File: src/kcl_pkg.sv
// Shared types and constants for the keypad code lock.
`timescale 1ns / 1ps
`default_nettype none
package kcl_pkg;

   localparam int KEY_W    = 4;
   localparam int STATUS_W = 4;
   localparam int DIGITS_W = 3;
   localparam int FAIL_W   = 8;
   localparam int MODE_W   = 2;
   localparam int DATA_W   = 32;
   localparam int ADDR_W   = 3;

   // key codes
   localparam logic [KEY_W-1:0] KEY_NINE = 4'd9;
   localparam logic [KEY_W-1:0] KEY_A    = 4'd10;
   localparam logic [KEY_W-1:0] KEY_B    = 4'd11;
   localparam logic [KEY_W-1:0] KEY_C    = 4'd12;
   localparam logic [KEY_W-1:0] KEY_D    = 4'd13;
   localparam logic [KEY_W-1:0] KEY_STAR = 4'd14;

   // register map
   localparam logic [ADDR_W-1:0] REG_LOCK_THRESHOLD = 3'd0;
   localparam logic [FAIL_W-1:0] LOCK_THRESHOLD_RST = 8'd4;
   localparam logic [FAIL_W-1:0] FAIL_MAX           = 8'd255;

   typedef enum logic [STATUS_W-1:0] {
      ST_TAKEN     = 4'd0,
      ST_IGNORED   = 4'd1,
      ST_REJECTED  = 4'd2,
      ST_CLEARED   = 4'd3,
      ST_CORRECT   = 4'd4,
      ST_WRONG     = 4'd5,
      ST_LOCKED    = 4'd6,
      ST_ENTER_OLD = 4'd7,
      ST_ENTER_NEW = 4'd8,
      ST_CHANGED   = 4'd9,
      ST_SAME_CODE = 4'd10
   } status_type;

   typedef struct packed {
      status_type                status;
      logic [DIGITS_W-1:0]       digits_entered;
      logic [FAIL_W-1:0]         wrong_count;
      logic [MODE_W-1:0]         lock_mode;
   } result_type;

endpackage
`default_nettype wire

File: src/kcl_if.sv
// Valid/ready channel interfaces for key words and result words.
`timescale 1ns / 1ps
`default_nettype none
interface kcl_req_if;
   logic                     valid;
   logic                     ready;
   logic [kcl_pkg::KEY_W-1:0] key_code;

   modport source (output valid, output key_code, input ready);
   modport sink   (input valid, input key_code, output ready);
endinterface

interface kcl_rsp_if;
   logic                        valid;
   logic                        ready;
   logic [kcl_pkg::STATUS_W-1:0] status;
   logic [kcl_pkg::DIGITS_W-1:0] digits_entered;
   logic [kcl_pkg::FAIL_W-1:0]   wrong_count;
   logic [kcl_pkg::MODE_W-1:0]   lock_mode;

   modport source (output valid, output status, output digits_entered,
                   output wrong_count, output lock_mode, input ready);
   modport sink   (input valid, input status, input digits_entered,
                   input wrong_count, input lock_mode, output ready);
endinterface
`default_nettype wire

File: src/kcl_csr.sv
// APB-style register block holding the lock threshold.
`timescale 1ns / 1ps
`default_nettype none
module kcl_csr (
   input  wire logic                          clock,
   input  wire logic                          reset,
   input  wire logic                          psel,
   input  wire logic                          penable,
   input  wire logic                          pwrite,
   input  wire logic [kcl_pkg::ADDR_W-1:0]    paddr,
   input  wire logic [kcl_pkg::DATA_W-1:0]    pwdata,
   output      logic [kcl_pkg::DATA_W-1:0]    prdata,
   output      logic                          pready,
   output      logic [kcl_pkg::FAIL_W-1:0]    lock_threshold
);
   logic [kcl_pkg::FAIL_W-1:0] thresh_ff;
   logic [kcl_pkg::FAIL_W-1:0] thresh_in;
   logic                       sel_thresh;

   // word index is paddr[2]; byte offset bits are ignored
   assign sel_thresh = (paddr[2] == kcl_pkg::REG_LOCK_THRESHOLD[2]);
   assign pready     = 1'b1;

   always_comb begin
      thresh_in = thresh_ff;
      if (psel && penable && pwrite && sel_thresh) begin
         thresh_in = pwdata[kcl_pkg::FAIL_W-1:0];
      end
   end

   always_ff @(posedge clock) begin
      if (reset) begin
         thresh_ff <= kcl_pkg::LOCK_THRESHOLD_RST;
      end else begin
         thresh_ff <= thresh_in;
      end
   end

   assign prdata = sel_thresh
                   ? {{(kcl_pkg::DATA_W-kcl_pkg::FAIL_W){1'b0}}, thresh_ff}
                   : '0;
   assign lock_threshold = thresh_ff;
endmodule
`default_nettype wire

File: src/kcl_engine.sv
// Lock state and single-pass next-state logic for one key.
`timescale 1ns / 1ps
`default_nettype none
module kcl_engine #(
   parameter int CODE_DIGITS = 4
) (
   input  wire logic                        clock,
   input  wire logic                        reset,
   input  wire logic                        step_en,
   input  wire logic [kcl_pkg::KEY_W-1:0]   key_code,
   input  wire logic [kcl_pkg::FAIL_W-1:0]  lock_threshold,
   output      kcl_pkg::result_type         result
);
   localparam int CNT_W = $clog2(CODE_DIGITS + 1);

   typedef enum logic [kcl_pkg::MODE_W-1:0] {
      MODE_NORMAL = 2'd0,
      MODE_VERIFY = 2'd1,
      MODE_NEW    = 2'd2
   } mode_type;

   typedef logic [CODE_DIGITS-1:0][kcl_pkg::KEY_W-1:0] code_type;

   code_type                    entry_ff, entry_in, entry_wr;
   code_type                    stored_ff, stored_in;
   code_type                    old_ff, old_in;
   logic [CNT_W-1:0]            count_ff, count_in;
   logic [kcl_pkg::FAIL_W-1:0]  fail_ff, fail_in, fail_sat;
   mode_type                    mode_ff, mode_in;
   kcl_pkg::status_type         status, wrong_status;
   logic                        full, last;
   logic [CNT_W+2:0]            count_ext;

   // entry with the current key written at the next free place
   always_comb begin
      entry_wr = entry_ff;
      for (int k = 0; k < CODE_DIGITS; k++) begin
         if (count_ff == CNT_W'(k)) begin
            entry_wr[k] = key_code;
         end
      end
   end

   assign full     = (count_ff >= CNT_W'(CODE_DIGITS));
   assign last     = (count_ff == CNT_W'(CODE_DIGITS - 1));
   assign fail_sat = (fail_ff == kcl_pkg::FAIL_MAX) ? fail_ff : fail_ff + 8'd1;
   assign wrong_status = (fail_sat > lock_threshold) ? kcl_pkg::ST_LOCKED
                                                     : kcl_pkg::ST_WRONG;

   always_comb begin
      entry_in  = entry_ff;
      count_in  = count_ff;
      stored_in = stored_ff;
      old_in    = old_ff;
      fail_in   = fail_ff;
      mode_in   = mode_ff;
      status    = kcl_pkg::ST_IGNORED;
      if (step_en) begin
         priority if (key_code >= kcl_pkg::KEY_STAR) begin
            status = kcl_pkg::ST_REJECTED;
         end else if (key_code == kcl_pkg::KEY_B) begin
            status = kcl_pkg::ST_IGNORED;
         end else if (key_code == kcl_pkg::KEY_C) begin
            count_in = '0;
            status   = kcl_pkg::ST_CLEARED;
         end else if (key_code <= kcl_pkg::KEY_NINE) begin
            if (full) begin
               status = kcl_pkg::ST_IGNORED;
            end else begin
               entry_in = entry_wr;
               count_in = count_ff + CNT_W'(1);
               status   = kcl_pkg::ST_TAKEN;
               if (last && mode_ff == MODE_VERIFY) begin
                  count_in = '0;
                  if (entry_wr == stored_ff) begin
                     fail_in = '0;
                     old_in  = entry_wr;
                     mode_in = MODE_NEW;
                     status  = kcl_pkg::ST_ENTER_NEW;
                  end else begin
                     fail_in = fail_sat;
                     mode_in = MODE_NORMAL;
                     status  = wrong_status;
                  end
               end else if (last && mode_ff == MODE_NEW) begin
                  count_in = '0;
                  if (entry_wr == old_ff) begin
                     mode_in = MODE_VERIFY;
                     status  = kcl_pkg::ST_SAME_CODE;
                  end else begin
                     stored_in = entry_wr;
                     mode_in   = MODE_NORMAL;
                     status    = kcl_pkg::ST_CHANGED;
                  end
               end
            end
         end else if (mode_ff == MODE_VERIFY || mode_ff == MODE_NEW) begin
            status = kcl_pkg::ST_IGNORED;
         end else if (key_code == kcl_pkg::KEY_A) begin
            count_in = '0;
            mode_in  = MODE_VERIFY;
            status   = kcl_pkg::ST_ENTER_OLD;
         end else if (key_code == kcl_pkg::KEY_D) begin
            if (full) begin
               count_in = '0;
               if (entry_ff == stored_ff) begin
                  fail_in = '0;
                  status  = kcl_pkg::ST_CORRECT;
               end else begin
                  fail_in = fail_sat;
                  status  = wrong_status;
               end
            end else begin
               status = kcl_pkg::ST_IGNORED;
            end
         end else begin
            status = kcl_pkg::ST_IGNORED;
         end
      end
   end

   // entry and old code are only read once fully written: no reset
   always_ff @(posedge clock) begin
      entry_ff <= entry_in;
      old_ff   <= old_in;
   end

   always_ff @(posedge clock) begin
      if (reset) begin
         count_ff  <= '0;
         stored_ff <= '0;
         fail_ff   <= '0;
         mode_ff   <= MODE_NORMAL;
      end else begin
         count_ff  <= count_in;
         stored_ff <= stored_in;
         fail_ff   <= fail_in;
         mode_ff   <= mode_in;
      end
   end

   assign count_ext = {3'b000, count_in};

   always_comb begin
      result.status         = status;
      result.digits_entered = count_ext[kcl_pkg::DIGITS_W-1:0];
      result.wrong_count    = fail_in;
      result.lock_mode      = mode_in;
   end
endmodule
`default_nettype wire

File: src/keypad_code_lock.sv
// Top level of the keypad code lock: channel registers, engine, registers.
//
//  channel | dir | handshake          | payload
//  --------+-----+--------------------+-------------------------------------------
//  req_if  | in  | valid/ready        | key_code[3:0]
//  rsp_if  | out | valid/ready        | status, digits_entered, wrong_count, lock_mode
//  csr     | in  | psel/penable/pready| paddr[2:0], pwdata/prdata[31:0]
//
//  One key word per cycle unless results stall. A key waits in the key register,
//  then the engine updates lock state and loads the result register in one pass.
//  Synchronous active-high reset: empty pipeline, threshold 4, stored code 0000.
//  A stalled result holds the result register; the key register still takes a
//  word when the result register frees up in the same cycle.
`timescale 1ns / 1ps
`default_nettype none
module keypad_code_lock #(
   parameter int CODE_DIGITS = 4
) (
   input  wire logic                        clock,
   input  wire logic                        reset,
   kcl_req_if.sink                          req_if,
   kcl_rsp_if.source                        rsp_if,
   input  wire logic                        psel,
   input  wire logic                        penable,
   input  wire logic                        pwrite,
   input  wire logic [kcl_pkg::ADDR_W-1:0]  paddr,
   input  wire logic [kcl_pkg::DATA_W-1:0]  pwdata,
   output      logic [kcl_pkg::DATA_W-1:0]  prdata,
   output      logic                        pready
);
   // key register
   logic                        key_vld_ff, key_vld_in;
   logic [kcl_pkg::KEY_W-1:0]   key_ff, key_in;
   // result register
   logic                        rsp_vld_ff, rsp_vld_in;
   kcl_pkg::result_type         rsp_ff, rsp_in;

   logic                        advance;   // result register can load
   logic                        step_en;   // engine consumes the held key
   logic [kcl_pkg::FAIL_W-1:0]  lock_threshold;
   kcl_pkg::result_type         result;

   kcl_csr u_csr (
      .clock          (clock),
      .reset          (reset),
      .psel           (psel),
      .penable        (penable),
      .pwrite         (pwrite),
      .paddr          (paddr),
      .pwdata         (pwdata),
      .prdata         (prdata),
      .pready         (pready),
      .lock_threshold (lock_threshold)
   );

   kcl_engine #(
      .CODE_DIGITS (CODE_DIGITS)
   ) u_engine (
      .clock          (clock),
      .reset          (reset),
      .step_en        (step_en),
      .key_code       (key_ff),
      .lock_threshold (lock_threshold),
      .result         (result)
   );

   assign advance      = !rsp_vld_ff || rsp_if.ready;
   assign step_en      = key_vld_ff && advance;
   assign req_if.ready = !key_vld_ff || advance;

   always_comb begin
      key_vld_in = key_vld_ff;
      key_in     = key_ff;
      if (req_if.ready) begin
         key_vld_in = req_if.valid;
         key_in     = req_if.key_code;
      end
   end

   always_comb begin
      rsp_vld_in = rsp_vld_ff;
      rsp_in     = rsp_ff;
      if (advance) begin
         rsp_vld_in = key_vld_ff;
         rsp_in     = result;
      end
   end

   // payload registers carry no reset
   always_ff @(posedge clock) begin
      key_ff <= key_in;
      rsp_ff <= rsp_in;
   end

   always_ff @(posedge clock) begin
      if (reset) begin
         key_vld_ff <= 1'b0;
         rsp_vld_ff <= 1'b0;
      end else begin
         key_vld_ff <= key_vld_in;
         rsp_vld_ff <= rsp_vld_in;
      end
   end

   assign rsp_if.valid          = rsp_vld_ff;
   assign rsp_if.status         = rsp_ff.status;
   assign rsp_if.digits_entered = rsp_ff.digits_entered;
   assign rsp_if.wrong_count    = rsp_ff.wrong_count;
   assign rsp_if.lock_mode      = rsp_ff.lock_mode;
endmodule
`default_nettype wire

File: src/flat_wrapper.sv
// flat-port wrapper written by rule: the top's interface ports become plain ports
module keypad_code_lock_flat 
#(
   parameter int CODE_DIGITS = 4
)
  (clock, reset, psel, penable, pwrite, paddr, pwdata, prdata, pready, req_if_valid, req_if_key_code, req_if_ready, rsp_if_valid, rsp_if_status, rsp_if_digits_entered, rsp_if_wrong_count, rsp_if_lock_mode, rsp_if_ready);
  kcl_req_if req_if_i ();
  kcl_rsp_if rsp_if_i ();
  input  wire logic clock;
  input  wire logic reset;
  input  wire logic psel;
  input  wire logic penable;
  input  wire logic pwrite;
  input  wire logic [kcl_pkg::ADDR_W-1:0] paddr;
  input  wire logic [kcl_pkg::DATA_W-1:0] pwdata;
  output      logic [kcl_pkg::DATA_W-1:0] prdata;
  output      logic pready;
  input wire logic [$bits(req_if_i.valid)-1:0] req_if_valid;
  input wire logic [$bits(req_if_i.key_code)-1:0] req_if_key_code;
  output wire logic [$bits(req_if_i.ready)-1:0] req_if_ready;
  output wire logic [$bits(rsp_if_i.valid)-1:0] rsp_if_valid;
  output wire logic [$bits(rsp_if_i.status)-1:0] rsp_if_status;
  output wire logic [$bits(rsp_if_i.digits_entered)-1:0] rsp_if_digits_entered;
  output wire logic [$bits(rsp_if_i.wrong_count)-1:0] rsp_if_wrong_count;
  output wire logic [$bits(rsp_if_i.lock_mode)-1:0] rsp_if_lock_mode;
  input wire logic [$bits(rsp_if_i.ready)-1:0] rsp_if_ready;
  assign req_if_i.valid = req_if_valid;
  assign req_if_i.key_code = req_if_key_code;
  assign req_if_ready = req_if_i.ready;
  assign rsp_if_valid = rsp_if_i.valid;
  assign rsp_if_status = rsp_if_i.status;
  assign rsp_if_digits_entered = rsp_if_i.digits_entered;
  assign rsp_if_wrong_count = rsp_if_i.wrong_count;
  assign rsp_if_lock_mode = rsp_if_i.lock_mode;
  assign rsp_if_i.ready = rsp_if_ready;
  keypad_code_lock #(.CODE_DIGITS(CODE_DIGITS)) u_core (.clock(clock), .reset(reset), .req_if(req_if_i), .rsp_if(rsp_if_i), .psel(psel), .penable(penable), .pwrite(pwrite), .paddr(paddr), .pwdata(pwdata), .prdata(prdata), .pready(pready));
endmodule
File: config.mk
export PLATFORM = sky130hd
export DESIGN_NAME = keypad_code_lock_flat
export DESIGN_NICKNAME = d
export VERILOG_FILES = /design/src/kcl_pkg.sv /design/src/kcl_if.sv /design/src/kcl_csr.sv /design/src/kcl_engine.sv /design/src/keypad_code_lock.sv /design/src/flat_wrapper.sv
export SDC_FILE = /design/constraint.sdc
export NUM_CORES = 1
export LEC_CHECK = 0
export ABC_AREA = 0
export CORE_MARGIN = 2
export CORE_UTILIZATION = 64
export DETAILED_ROUTE_END_ITERATION = 7
export DONT_BUFFER_PORTS = 1
export PLACE_DENSITY_LB_ADDON = 0.25
export SYNTH_ARGS = -nofsm -noshare
export SYNTH_HDL_FRONTEND = slang
export SYNTH_SLANG_ARGS = --single-unit
File: constraint.sdc
create_clock -name clock -period 3.7 [get_ports clock]
set_input_delay 1.11 -clock clock [delete_from_list [all_inputs] [get_ports clock]]
set_output_delay 1.11 -clock clock [all_outputs]
set_load 0.03 [all_outputs]
Word level (Yosys, flattened, before mapping)
Index checks and enable logic that the tools add are counted.
Widths: inputs -> output; s select.
Storage, ports and cells
  output and inout port bits: 52
  logic and storage cells: 125
  bits in registers: 92
  input bits: 46
Operators by class
  order comparisons: 4
  muxes and demuxes: 58
  bitwise operators: 8
  $add $sub $neg: 2
  equality and inequality tests: 13
  reduce and logical (&&, ||, !) cells: 16
Operators with widths (number)
  $mux 8: 15
  $mux 4: 13
  $eq 16x16->1: 3
  $mux 3: 12
  $mux 2: 17
  $eq 4x4->1 const B: 4
  $reduce_and 9->1: 1
  $add 8x1->8 const B: 1
  $eq 8x8->1 const B: 1
  $gt 8x8->1: 1
  $not 1->1: 8
  $reduce_and 8->1: 1
  $eq 3x2->1 const B: 2
  $logic_and 1x1->1: 6
  $reduce_and 6->1: 1
  $ge 4x4->1 const B: 1
  $le 4x4->1 const B: 1
  $reduce_or 4->1: 1
  $add 3x1->3 const B: 1
  $eq 3x1->1 const B: 1
  $ge 3x3->1 const B: 1
  $logic_not 3->1: 1
  $logic_or 1x1->1: 3
  $eq 2x1->1 const B: 1
  3 further kinds: 4

Depth between registers and ports, before layout
Gate-level depths: netlist of the first run.
  depth in word-level cells: 13
  gate-level depth with buffers: 13
  mapped depth without buffers: 12

Modules after synthesis
From an unflattened synthesis of the first run, not the netlist that was laid out.
Unflattened totals
  cells, all modules: 633
  area total of the unflattened synthesis: 5793.1 sq um
By module, submodules not included
  kcl_engine: instances 1, area an instance 4459.3 sq um, cells an instance 533
  keypad_code_lock: instances 1, area an instance 708.2 sq um, cells an instance 30
  kcl_csr: instances 1, area an instance 625.6 sq um, cells an instance 70

Worst setup path after synthesis of the first run
OpenSTA, ideal clock, no wires.
  kind: input-to-reg
  from: in rsp_if_ready
  to: reg u_core.u_engine.old_ff[0] in the netlist's numbering, enable pin
  arrival: 2798 ps
  setup time: 388 ps
  cell stages on the path: 6
  setup slack: 514 ps
  cells stage by stage: nor2b_1 -> inv_1 -> and2_1 -> buf_2 -> nand2_1 -> nor2_1
On the way
  longest elaborated chain between the ends: 3
Ends and longest elaborated chain
  start, declared: RTL line flat_wrapper.sv:26  | input wire logic [$bits(rsp_if_i.ready)-1:0] rsp_if_ready;
  $logic_or 1x1->1: RTL line keypad_code_lock.sv:67  | assign advance = !rsp_vld_ff || rsp_if.ready;
  $logic_and 1x1->1: RTL line keypad_code_lock.sv:68  | assign step_en = key_vld_ff && advance;
  $reduce_and 8->1 (no source line)
  end signal, assigned: RTL line kcl_engine.sv:125  | old_ff <= old_in;
  end, declared: RTL line kcl_engine.sv:26  | code_type old_ff, old_in;
No other way between the ends.
A chain may end at the register's enable or synchronous reset.

==> results list, run 1 <==
- Largest fanout on the critical path: 17
- Remaining antenna violation count after routing: 0
- Warnings, synthesis: 0
- In this run, placement finished with an instance count of 694.
- Global-route wire length before repair: 22.3 mm
- For this run, the total global-route usage over all layers was measured as 29.0%.
* MaxCap Viol Count: 0
- After synthesis, the mean cell area works out to 9.31 µm².
- The die is 98.1 µm wide.
- Setup repair after global routing left no endpoint under its margin.
- Number of fill cells in the layout: 681
- First-pass iteration count of the detailed router: 5
- Routed vias: 4633
* Placement Cell Area: 0.00563 mm²
- Final clock skew: 17.1 ps
* Pin count of the biggest net entering global routing: 38
* Filler-free cell count of the finished design: 710
- CORE AREA: 0.00864 mm²
- Number of hold-repair buffers added at the cts stage: 0
* TritonCTS Sinks: 92
- Per-cell via count in the routed design: 6.53
* Element type at the critical path start: register
* Max_slew headroom: 42.8%
- Mapped cell area: 0.00566 mm²
- The number of gates resized after CTS was 0.
- Final core occ: 67.6%
- Finished Cell Area: 0.00583 mm²
- Compared with the post-synthesis result, the final layout area differs by 3.05%.
- Most common cell after layout, fill and taps aside: nand2_1
- For this run, the leading register cell type out of synthesis is edfxtp_1.
* Ratio of total power to cell area: 365 mW/mm²
- Clock-pin transition on the worst setup and hold timing paths: 90 ps
- Routability-driven placement finished with a final weighted congestion of 0.998.
- DP Wirelength: 9.82 mm
- Final net count: 658
- The synthesized netlist contains 72 unique library cells.
- Port Buffer Count: 0
- TritonCTS clock tree: yes
* Min-Delay Path Class: reg2reg
- The cell sitting at the root of the clock tree is a clkbuf_8.
* Skew-Pair Late Insertion Delay: 360 ps
* Total setup buffers inserted after CTS: 0
- Starting density of the core: 65.6%
* Antenna violations before repair: 0
- Fraction of layout instances using a drive strength above 1: 7.81%
- CTS H-tree depth: 3
* Via count of the first global-routing pass: 4356
- Data on the critical path arrives at its endpoint at 3360 ps.
- Total congestion overflow: 0
- Die Footprint: 0.00961 mm²
- VDD sags by at most 0.000247 V.
- Final-report setup violation count: 0
- In the layout the commonest cells are 58 x nand2_1, 53 x a21oi_1, 53 x edfxtp_1, 42 x inv_1, 39 x dfxtp_1.
- Remaining routing DRC violations: 0
* Smallest hold slack: 452 ps
* Hold Vio Cnt, Final: 0
* Final-report max-slew violation count: 0
* Final clock period utilization by the worst path: 88.0%
- Kind of end point of the critical path: register
- The analysis attributes to cell leakage a power of 2.20 nW.
- Routed length per placed instance: 19.6 µm
* Type of the worst setup path: reg2reg
- Prior to clock tree synthesis, the placed netlist has a worst setup slack of 532 ps.
* Worst Max-Slew Pin Slew: 858 ps
* Number of top-level pins: 98
* Total power draw: 2.13 mW
* Critical path cell sequence: nand2b_1 > mux2i_1 > xnor2_1 > nor4_2 > nand4_2 > buf_4 > a21oi_1 > o31ai_1
- The run finished with clean final reports.
* Biggest cell delay along the critical path: 710 ps
- Sequential cells were found to cover 41.9% of the synthesized design area.
* Required time worst endpoint: 3810 ps
- Row generation in the floorplan step produced 34 rows.
- The routed design has 13.9 mm of wire.
* Flip-flop and latch count after synthesis: 92
* Number of buffers between clock root and the deepest sink: 2
- Counting every instance in the synthesized netlist gives 608.
* Clock buffer count from CTS: 9
- The repair_antennas step left the layout with diodes totalling 0.
- DRC violation total after the first TritonRoute iteration: 535
- Of all flip-flops after synthesis, the portion carrying an async set or reset was 0%.
- Yosys mapped a number of flops with a built-in enable equal to 53.
- Minimum clock period: 3260 ps
- Crit path max-delay cell type: dfxtp_1
- Across all setup checks in the final design, the least slack found is 444 ps.
* Setup_tns: 0 ps
- Derived from the worst setup path, the maximum achievable clock frequency is 307 MHz.
* Vertical extent of the die: 98.1 µm
## synthesized netlist by cell type, types with 3 or more instances
cell | count | area share (%)
a211oi_1 | 3 | 0.40
o21a_1 | 3 | 0.40
a21oi_1 | 53 | 4.7
clkbuf_1 | 22 | 1.5
nand4_1 | 3 | 0.33
or2_2 | 3 | 0.33
o22ai_1 | 5 | 0.55
and2_1 | 5 | 0.55
a31oi_1 | 10 | 1.1
dfxtp_1 | 39 | 14
nand2_1 | 58 | 3.8
nand3_1 | 5 | 0.44
a221oi_1 | 7 | 1.1
a22oi_1 | 3 | 0.40
mux2i_1 | 13 | 2.3
ha_1 | 15 | 3.3
nor2b_1 | 15 | 1.7
xor2_1 | 16 | 2.5
nor4_1 | 3 | 0.33
and4_1 | 4 | 0.62
o31ai_1 | 6 | 0.80
buf_4 | 27 | 3.6
nor3_1 | 13 | 1.1
nand3b_1 | 3 | 0.40
a221o_1 | 3 | 0.53
edfxtp_1 | 53 | 28
buf_6 | 4 | 0.80
o211ai_1 | 6 | 0.80
mux2_2 | 5 | 0.99
nand2b_1 | 14 | 1.5
o21ai_0 | 26 | 2.3
buf_2 | 5 | 0.44
nor2_1 | 34 | 2.3
inv_1 | 42 | 2.8
a311oi_1 | 11 | 1.7
xnor2_1 | 19 | 2.9
o221ai_1 | 4 | 0.62
## flip-flops by register name (all words and copies together) (netlist names)
signal                        flops
u_core.rsp_if.lock_mode           2
u_core.rsp_if.wrong_count         8
u_core.key_ff                     4
u_core.rsp_if.digits_entered      3
u_core.u_engine.mode_ff           2
u_core.u_engine.entry_ff         16
u_core.u_engine.old_ff           16
u_core.u_engine.count_ff          3
u_core.u_csr.lock_threshold       8
u_core.u_engine.fail_ff           8
u_core.rsp_if.status              4
u_core.rsp_if.valid               1
u_core.key_vld_ff                 1
u_core.u_engine.stored_ff        16
## final timing paths
kind                                  startpoint                        endpoint  slack (ps)  depth (start not counted)
setup / recovery     u_core.u_engine.count_ff[2]    u_core.rsp_if.wrong_count[3]         440                          8
hold / removal    u_core.u_csr.lock_threshold[6]  u_core.u_csr.lock_threshold[6]         450                          2
setup reg to reg     u_core.u_engine.count_ff[2]    u_core.rsp_if.wrong_count[3]         440                          8
hold reg to reg   u_core.u_csr.lock_threshold[6]  u_core.u_csr.lock_threshold[6]         450                          2
## report_power, final
| group | internal (mW) | leakage, nW | switching (mW) |
|---|---|---|---|
| Clock | 0.379 | 0.103 | 0.343 |
| Sequential | 1.11 | 0.846 | 0.0558 |
| Combinational | 0.0742 | 1.25 | 0.161 |
| Total | 1.57 | 2.20 | 0.560 |
## cells by family after synthesis
family	synth area share, %
AOI/OAI and AO/OA	20.3
xor gates and xnor gates	5.41
adders and majority gates	3.31
buffers and inverters	9.06
DFF	41.9
muxes	3.54
other	0.133
and+or+nand+nor	16.3
## critical path: cells and delay by family, from the launching register on
family | cells | cell delay, ps
muxes | 1 | 390
and+or+nand+nor | 3 | 1240
xor gates and xnor gates | 1 | 120
AOI/OAI and AO/OA | 2 | 300
DFF | 1 | 710
buffers and inverters | 1 | 240
## area by class of cell
class | instances | area (µm²) | share of cell area, %
Multi-Input combinational cell | 439 | 2860 | 49.1
Sequential cell | 92 | 2370 | 40.7
Inverter | 42 | 158 | 2.70
Tap cell | 108 | 135 | 2.32
Clock buffer | 11 | 131 | 2.25
Timing Repair Buffer | 13 | 97.6 | 1.67
Clock inverter | 5 | 77.6 | 1.33
## routing by layer
metal	global-route usage (%)	routed length, µm	up-vias
li1	-	-	2131
met2	44.9	6330	305
met5	0	0	-
met1	41.6	5880	2168
met3	5.87	1420	29
met4	8.65	308	0
No activity file was read; power rests on OpenSTA's default activity.
==> run 2: changes to the inputs <==
HOLD_SLACK_MARGIN = 0.15   (was not set)
SKIP_CTS_REPAIR_TIMING = 1   (was not set)
SYNTH_HIERARCHICAL = 1   (was not set)
==> run 2 against run 1 <==
Against the previous run: first-iteration DRC count fell by 3.9%; power increased by 4.6%; critical endpoint is now u_core/rsp_if.status[0]; clock skew down 3.9 ps; non-clock buffer count increased by 7; largest cell class unchanged; critical path type unchanged; setup slack worse by 180 ps.
==> results list, run 2 <==
- Setup repair after global routing left no endpoint under its margin.
- Largest fanout on the critical path: 7 (-10)
* Gate Count Post-Synth: 633 (+4.1%)
- Synthesized area divided by synthesized cell count: 9.15 µm² (-1.7%)
- Global-route wire length before repair: 22.4 mm (+0.34%)
- Placed instance count: 728 (+4.9%)
- The critical path data arrival time came to 3550 ps (+190 ps).
- The detailed-router iteration count before antenna repair is 5 (unchanged).
* Biggest cell delay along the critical path: 480 ps (-230 ps)
* Remaining routing DRC violations: 0 (unchanged)
* Flip-flop and latch count after synthesis: 92 (unchanged)
* Number of top-level pins: 98 (unchanged)
- The overall power came to 2.23 mW (+4.6%).
* Die span in x: 99.1 µm (+1.1%)
- Type of the worst setup path: reg2reg
- The largest clock skew in the final design came to 13.3 ps (-3.88 ps).
- Setup ws final: 263 ps (-180 ps)
- The top achievable clock speed is 291 MHz (-5.2%).
* Count of standard-cell rows: 34 (unchanged)
- The share of the clock period used by the worst path came to 92.9% (+4.9 points).
- The H-tree depth came to 3 (unchanged).
- Clock-pin transition on the worst setup and hold timing paths: 90 ps (about the same)
- The cell area after placement is 0.00582 mm² (+3.5%).
- The area of the multi-input gates was 0.00300 mm² (+4.9%).
- The most numerous cell type found on the critical path is ha_1.
- The worst IR drop on VDD was 0.000353 V (+43%).
* Warnings, synthesis: 6 (+6)
* Cell at the root of the clock tree: clkbuf_8
- The final hold slack came to 481 ps (+29.2 ps).
* Skew-Pair Late Insertion Delay: 370 ps (about the same)
- The number of max-cap violations came to 0 (unchanged).
- Cell types occupying the most area after synthesis: edfxtp_1 27%, dfxtp_1 13%, a21oi_1 4.6%
- Die Footprint: 0.00983 mm² (+2.2%)
- Min-Delay Path Class: reg2reg
- Remaining antenna violation count after routing: 0 (unchanged)
- Global placement routability congestion: 0.937 (-6.1%)
- Antenna violations before repair: 0 (unchanged)
- Clock buffer count from CTS: 9 (unchanged)
- The number of enable-type register cells in the synthesized netlist came to 53 (unchanged).
- Finished Cell Area: 0.00606 mm² (+3.9%)
* Total global routing track utilization: 28.7% (-0.31 points)
- Walking the worst path, the cells encountered are ha_1 > nand2_1 > nor3_1 > mux2_2 > ha_1 > nand4b_1 > a21oi_1 > o21bai_1 > or3b_2 > o211ai_1 > nor2_1.
* DP Wirelength: 10.1 mm (+2.5%)
- The netlist area before placement was 0.00579 mm² (+2.3%).
- The number of global-route vias before repair came to 4424 (+1.6%).
- The total of endpoints with negative setup slack in the final report came to 0 (unchanged).
- The buffer depth of the longest clock path was 2 (unchanged).
* Routed vias: 4827 (+4.2%)
- Starting density of the core: 66.1% (+0.54 points)
* Sequential-to-total area share from yosys stat: 41.0% (-0.95 points)
* Routed wire length: 14.1 mm (+0.87%)
* Share of synthesized registers carrying an async set or reset: 0% (unchanged)
* Largest registers ranked by flip-flop count: u_core/u_engine/entry_ff (16), u_core/u_engine/old_ff (16), u_core/u_engine/stored_ff (16)
- The core area is 0.00876 mm² (+1.5%).
- STA classifies the critical path startpoint as a register.
* Minimum clock period: 3440 ps (+180 ps)
- FF/Latch Area: 0.00237 mm² (unchanged)
- Vertical extent of the die: 99.1 µm (+1.1%)
- The run finished with clean final reports.
- Final net count: 692 (+5.2%)
- TritonCTS built the clock tree.
- The slowest stage of the critical path is the or3b_2 cell.
* TritonCTS Sinks: 92 (unchanged)
* Hold Vio Cnt, Final: 0 (unchanged)
- Routed length per placed instance: 18.9 µm (-3.7%)
- The ratio of cells with drive above 1 in the final layout is 10.2% (+2.4 points).
- The leakage power figure was 2.32 nW (+5.3%).
* Leading cell types in the layout, fill and taps excluded: 53 x a21oi_1, 53 x edfxtp_1, 48 x nand2_1, 42 x inv_1, 39 x dfxtp_1
- The required time at the worst-slack endpoint was 3810 ps (about the same).
- Kind of end point of the critical path: register
- The power density normalized to cell area is 367 mW/mm² (+0.76%).
- Per-cell via count in the routed design: 6.49 (-0.57%)
- Number of cells traversed by the worst hold path: 2 (unchanged)
* Worst Max-Slew Pin Slew: 793 ps (-64.6 ps)
- Final-report max-slew violation count: 0 (unchanged)
- Setup slack at placement: 362 ps (-170 ps)
- Number of antenna cells inserted: 0 (unchanged)
- The total negative setup slack is 0 ps (unchanged).
* Port Buffer Count: 0 (unchanged)
- Leading register cell type out of synthesis: edfxtp_1
- Area overhead of the layout relative to synthesis: 4.60%
* Area share of the leading cell type in the synthesized netlist: 27.5% (-0.64 points)
- The commonest cells after synthesis are 53 x a21oi_1, 53 x edfxtp_1, 48 x nand2_1.
- The count of non-filler cells in the finished layout is 744 (+4.8%).
- Total congestion overflow: 0 (unchanged)
- The count of unique library cells instantiated by Yosys came to 68 (-5.6%).
* Final core occ: 69.1% (+1.6 points)
- The depth of the most critical reg-to-reg path came to 11 (+3).
- Pin count of the biggest net entering global routing: 46 (+21%)
* DRC violation total after the first TritonRoute iteration: 514 (-3.9%)
- The fill cell total of the finished layout came to 668 (-1.9%).
- The biggest area contributor in the post-synthesis netlist is edfxtp_1.
- The relative slew slack was 47.1% (+4.4 points).
## run 2: cell types whose count changed after synthesis, sizes merged, moves of 6 or more
cell and change:
nand2 -10, a211oi +13, o21ai +6, nand2b +6, clkbuf -6, a311oi -9, nand3 +12, nor4 +7
xnor2 -6, nor3 +6, a221oi -7, and2b +8
## run 2: kinds of logic (layout without fill, tap and decap cells)
family	count (synthesis)	count (layout)	share of synthesized area [%]
other cells	2	25	0.130
mux	21	21	3.97
simple gates	216	216	20.3
buf+inv	99	79	8.73
xor+xnor	34	34	5.14
compound gates	154	154	17.5
flops	92	92	41.0
fa+ha+maj	15	15	3.24
## run 2: worst paths after layout
| check | from | end | slack, ps |
|---|---|---|---|
| worst max register to register | u_core/u_engine/fail_ff[1] | u_core/rsp_if.status[0] | 260 |
| worst max-delay path | u_core/u_engine/fail_ff[1] | u_core/rsp_if.status[0] | 260 |
| worst min register to register | u_core/key_vld_ff | u_core/rsp_if.valid | 480 |
| worst min-delay path | u_core/key_vld_ff | u_core/rsp_if.valid | 480 |
## run 2: critical path, delay by kind of cell (launching register included)
family	cells	cell delay [ps]
AO/OA/AOI/OAI	3	500
adder cells (fa/ha/maj)	2	570
flip-flops	1	450
multiplexers	1	430
AND/OR/NAND/NOR	5	1250
## run 2: layer usage
layer / GRT usage (%) / vias up / share of wire (%)
li1: - / 2228 / -
met2: 45.0 / 311 / 45
met5: 0 / - / 0
met4: 7.69 / 0 / 2.1
met1: 41.3 / 2255 / 43
met3: 5.20 / 33 / 10
## run 2: final cells by class
type | instances | area share (%)
multi-input combinational | 465 | 49.5
sequential | 92 | 39.1
inverter | 43 | 2.66
timing repair buffer | 20 | 2.48
tap | 108 | 2.23
clock buffer | 9 | 2.04
clock inverter | 7 | 1.90
## run 2: power breakdown
| part | total (mW) | leakage (nW) | internal [mW] | switching [mW] |
|---|---|---|---|---|
| registers | 1.18 | 0.845 | 1.12 | 0.0650 |
| logic | 0.242 | 1.36 | 0.0793 | 0.162 |
| clock network | 0.802 | 0.117 | 0.446 | 0.356 |
| total | 2.23 | 2.32 | 1.64 | 0.583 |
==> run 3: changes to the inputs <==
clock period = 3.25 ns   (was 3.7 ns; I/O delays follow)
==> run 3 against run 2 <==
Against the previous run: critical path type unchanged; clock power is 6.5% higher; via count down 1.6%; wire length is the same; die area is the same; clock skew rose by 2.3 ps; sequential share of layout area decreased by 0.61 points; sequential power grew 14%; power up 11%; non-clock buffer count increased by 6; register-to-register slack lost 170 ps; clock-buffer cell count is 1 higher.
==> results list, run 3 (synthesized netlist as in run 2, its figures left out) <==
* Final clock period utilization by the worst path: 97.0% (+4.1 points)
- Number of fill cells in the layout: 685 (+2.5%)
- Cell at the root of the clock tree: clkbuf_8
* Largest registers ranked by flip-flop count: u_core/u_engine/entry_ff (16), u_core/u_engine/old_ff (16), u_core/u_engine/stored_ff (16)
- The final weighted congestion of routability-driven global placement was 0.908 (-3.2%).
- The cell row count was 34 (unchanged).
- Routed length per placed instance: 18.7 µm (-0.80%)
* Total global routing track utilization: 28.8% (+0.15 points)
- Port Buffer Count: 0 (unchanged)
* Arrival time of data at the critical path endpoint: 3410 ps (-140 ps)
* Ratio of total power to cell area: 403 mW/mm² (+9.7%)
- Area occupied by multi-input gates: 0.00304 mm² (+1.2%)
- The core area is 0.00876 mm² (unchanged).
* Final core occ: 70.2% (+1.1 points)
- Remaining antenna violation count after routing: 0 (unchanged)
* Setup ws final: 96.7 ps (-167 ps)
- The buffer depth of the longest clock path came to 2 (unchanged).
- Element type at the critical path start: register
* Worst Max-Slew Pin Slew: 760 ps (-33.3 ps)
- First-pass iteration count of the detailed router: 5 (unchanged)
- The worst setup path is captured at a register.
- LEAKAGE: 2.35 nW (+1.4%)
- The average vias per placed instance is 6.34 (-2.3%).
- CTS H-tree depth: 3 (unchanged)
- The post-CTS clock slew at the launch and capture registers of the worst setup and hold paths was 90 ps (about the same).
* Reg2Reg Depth: 10 (-1)
- MaxCap Viol Count: 0 (unchanged)
* Antenna violations before repair: 0 (unchanged)
- The worst register-to-register path begins at u_core/u_engine/count_ff[0].
- Finished Cell Area: 0.00616 mm² (+1.6%)
- Routed wire length: 14.1 mm (unchanged)
- Vertical extent of the die: 99.1 µm (unchanged)
- The number of sinks driven by the clock tree is 92 (unchanged).
* Starting density of the core: 66.1% (unchanged)
- Max_slew headroom: 49.3% (+2.2 points)
- The placed wire-length estimate after detailed placement is 10.1 mm (+0.24%).
- The die area was 0.00983 mm² (unchanged).
- Hold path startpoint: u_core/key_vld_ff
* Placed instance count: 734 (+0.82%)
- Number of antenna cells inserted: 0 (unchanged)
- The total of endpoints with negative setup slack in the final report came to 0 (unchanged).
* Pin count of the biggest net entering global routing: 46 (unchanged)
- Final-report max-slew violation count: 0 (unchanged)
- Smallest hold slack: 463 ps (-18.8 ps)
* Number of top-level pins: 98 (unchanged)
* Skew-Pair Late Insertion Delay: 380 ps (about the same)
- TritonCTS clock tree: yes
- The total negative setup slack is 0 ps (unchanged).
- The cell area after placement is 0.00591 mm² (+1.5%).
- Setup slack at placement: 134 ps (-228 ps)
- Clock buffer count from CTS: 9 (unchanged)
- Required time worst endpoint: 3510 ps (-300 ps)
- Worst ir drop on vdd: 0.000232 V (-34%)
- The sequential cell area in the final layout came to 0.00237 mm² (unchanged).
- The maximum fanout along the worst path is 9 (+2).
- The DRC violation total after the first TritonRoute iteration was 508 (-1.2%).
* Filler-free cell count of the finished design: 750 (+0.81%)
- Leading cell types in the layout, fill and taps excluded: 53 x a21oi_1, 53 x edfxtp_1, 47 x nand2_1, 42 x inv_1, 39 x dfxtp_1
- In this run the worst hold path is classified as reg2reg.
* Minimum clock period: 3150 ps (-283 ps)
* Via count of the first global-routing pass: 4345 (-1.8%)
- Global-route wire length before repair: 22.3 mm (-0.43%)
* Area overhead of the layout relative to synthesis: 6.26%
- Total power draw: 2.48 mW (+11%)
- Routed vias: 4752 (-1.6%)
* Number of cells traversed by the worst hold path: 2 (unchanged)
- Register-to-Register Setup Slack: 100 ps (-170 ps)
- The residual DRC count was 0 (unchanged).
- The worst setup path is of the reg2reg kind.
- The top achievable clock speed is 317 MHz (+9.0%).
- Total congestion overflow: 0 (unchanged)
- The number of hold violations in the final report came to 0 (unchanged).
* Final net count: 698 (+0.87%)
* Worst Hold Path EP: u_core/rsp_if.valid
- Run status: completed
- The largest clock skew in the final design came to 15.5 ps (+2.29 ps).
- The die boundary width came to 99.1 µm (unchanged).
- The endpoint identified for the worst register-to-register timing path is u_core/u_engine/stored_ff[11].
- The ratio of cells with drive above 1 in the final layout was 12.5% (+2.2 points).
[run 3: report_power, final]
group	internal, mW	total [mW]	switching (mW)
Clock	0.435	0.854	0.419
Sequential	1.27	1.35	0.0751
Combinational	0.0960	0.280	0.184
[run 3: critical path, cell delays in order, from the launching register on]
cell      delay (ps)
dfxtp_1          350
inv_1            110
ha_1             240
nor2b_1          570
nor3_1           140
a211oi_1         440
nor4_2           160
and3_1           230
nor2_1           500
buf_12           220
a211oi_2          80
[run 3: worst max path at each step]
stage | cells after the start | end | startpoint | slack [ps]
finish | 10 | u_core/u_engine/stored_ff[11] | u_core/u_engine/count_ff[0] | 100
global route | 12 | u_core/rsp_if.status[0] | u_core/u_engine/fail_ff[1] | -20
CTS | 12 | u_core/rsp_if.status[0] | u_core/u_engine/fail_ff[1] | 110
detailed placement | 12 | u_core/rsp_if.status[0] | u_core/u_engine/fail_ff[1] | 130
global placement | 11 | u_core/rsp_if.status[0] | u_core/u_engine/fail_ff[0] | 200
floorplan | 9 | u_core/u_engine/stored_ff[10] | rsp_if_ready | 50
[run 3: layer usage]
metal  vias to the layer above  wire (µm)  GRT usage, %
met5                         -          0             0
met4                         0        435          11.2
li1                       2230          -             -
met3                        46       1170          5.20
met2                       271       6160          42.4
met1                      2205       6290          42.6
[run 3: area by class of cell]
class                      count  share of cell area, %
multi-input combinational    465                   49.3
tap                          108                   2.20
inverter                      43                   2.62
sequential                    92                   38.5
clock buffer                  10                   2.07
clock inverter                 6                   1.44
timing repair buffer          26                   3.78
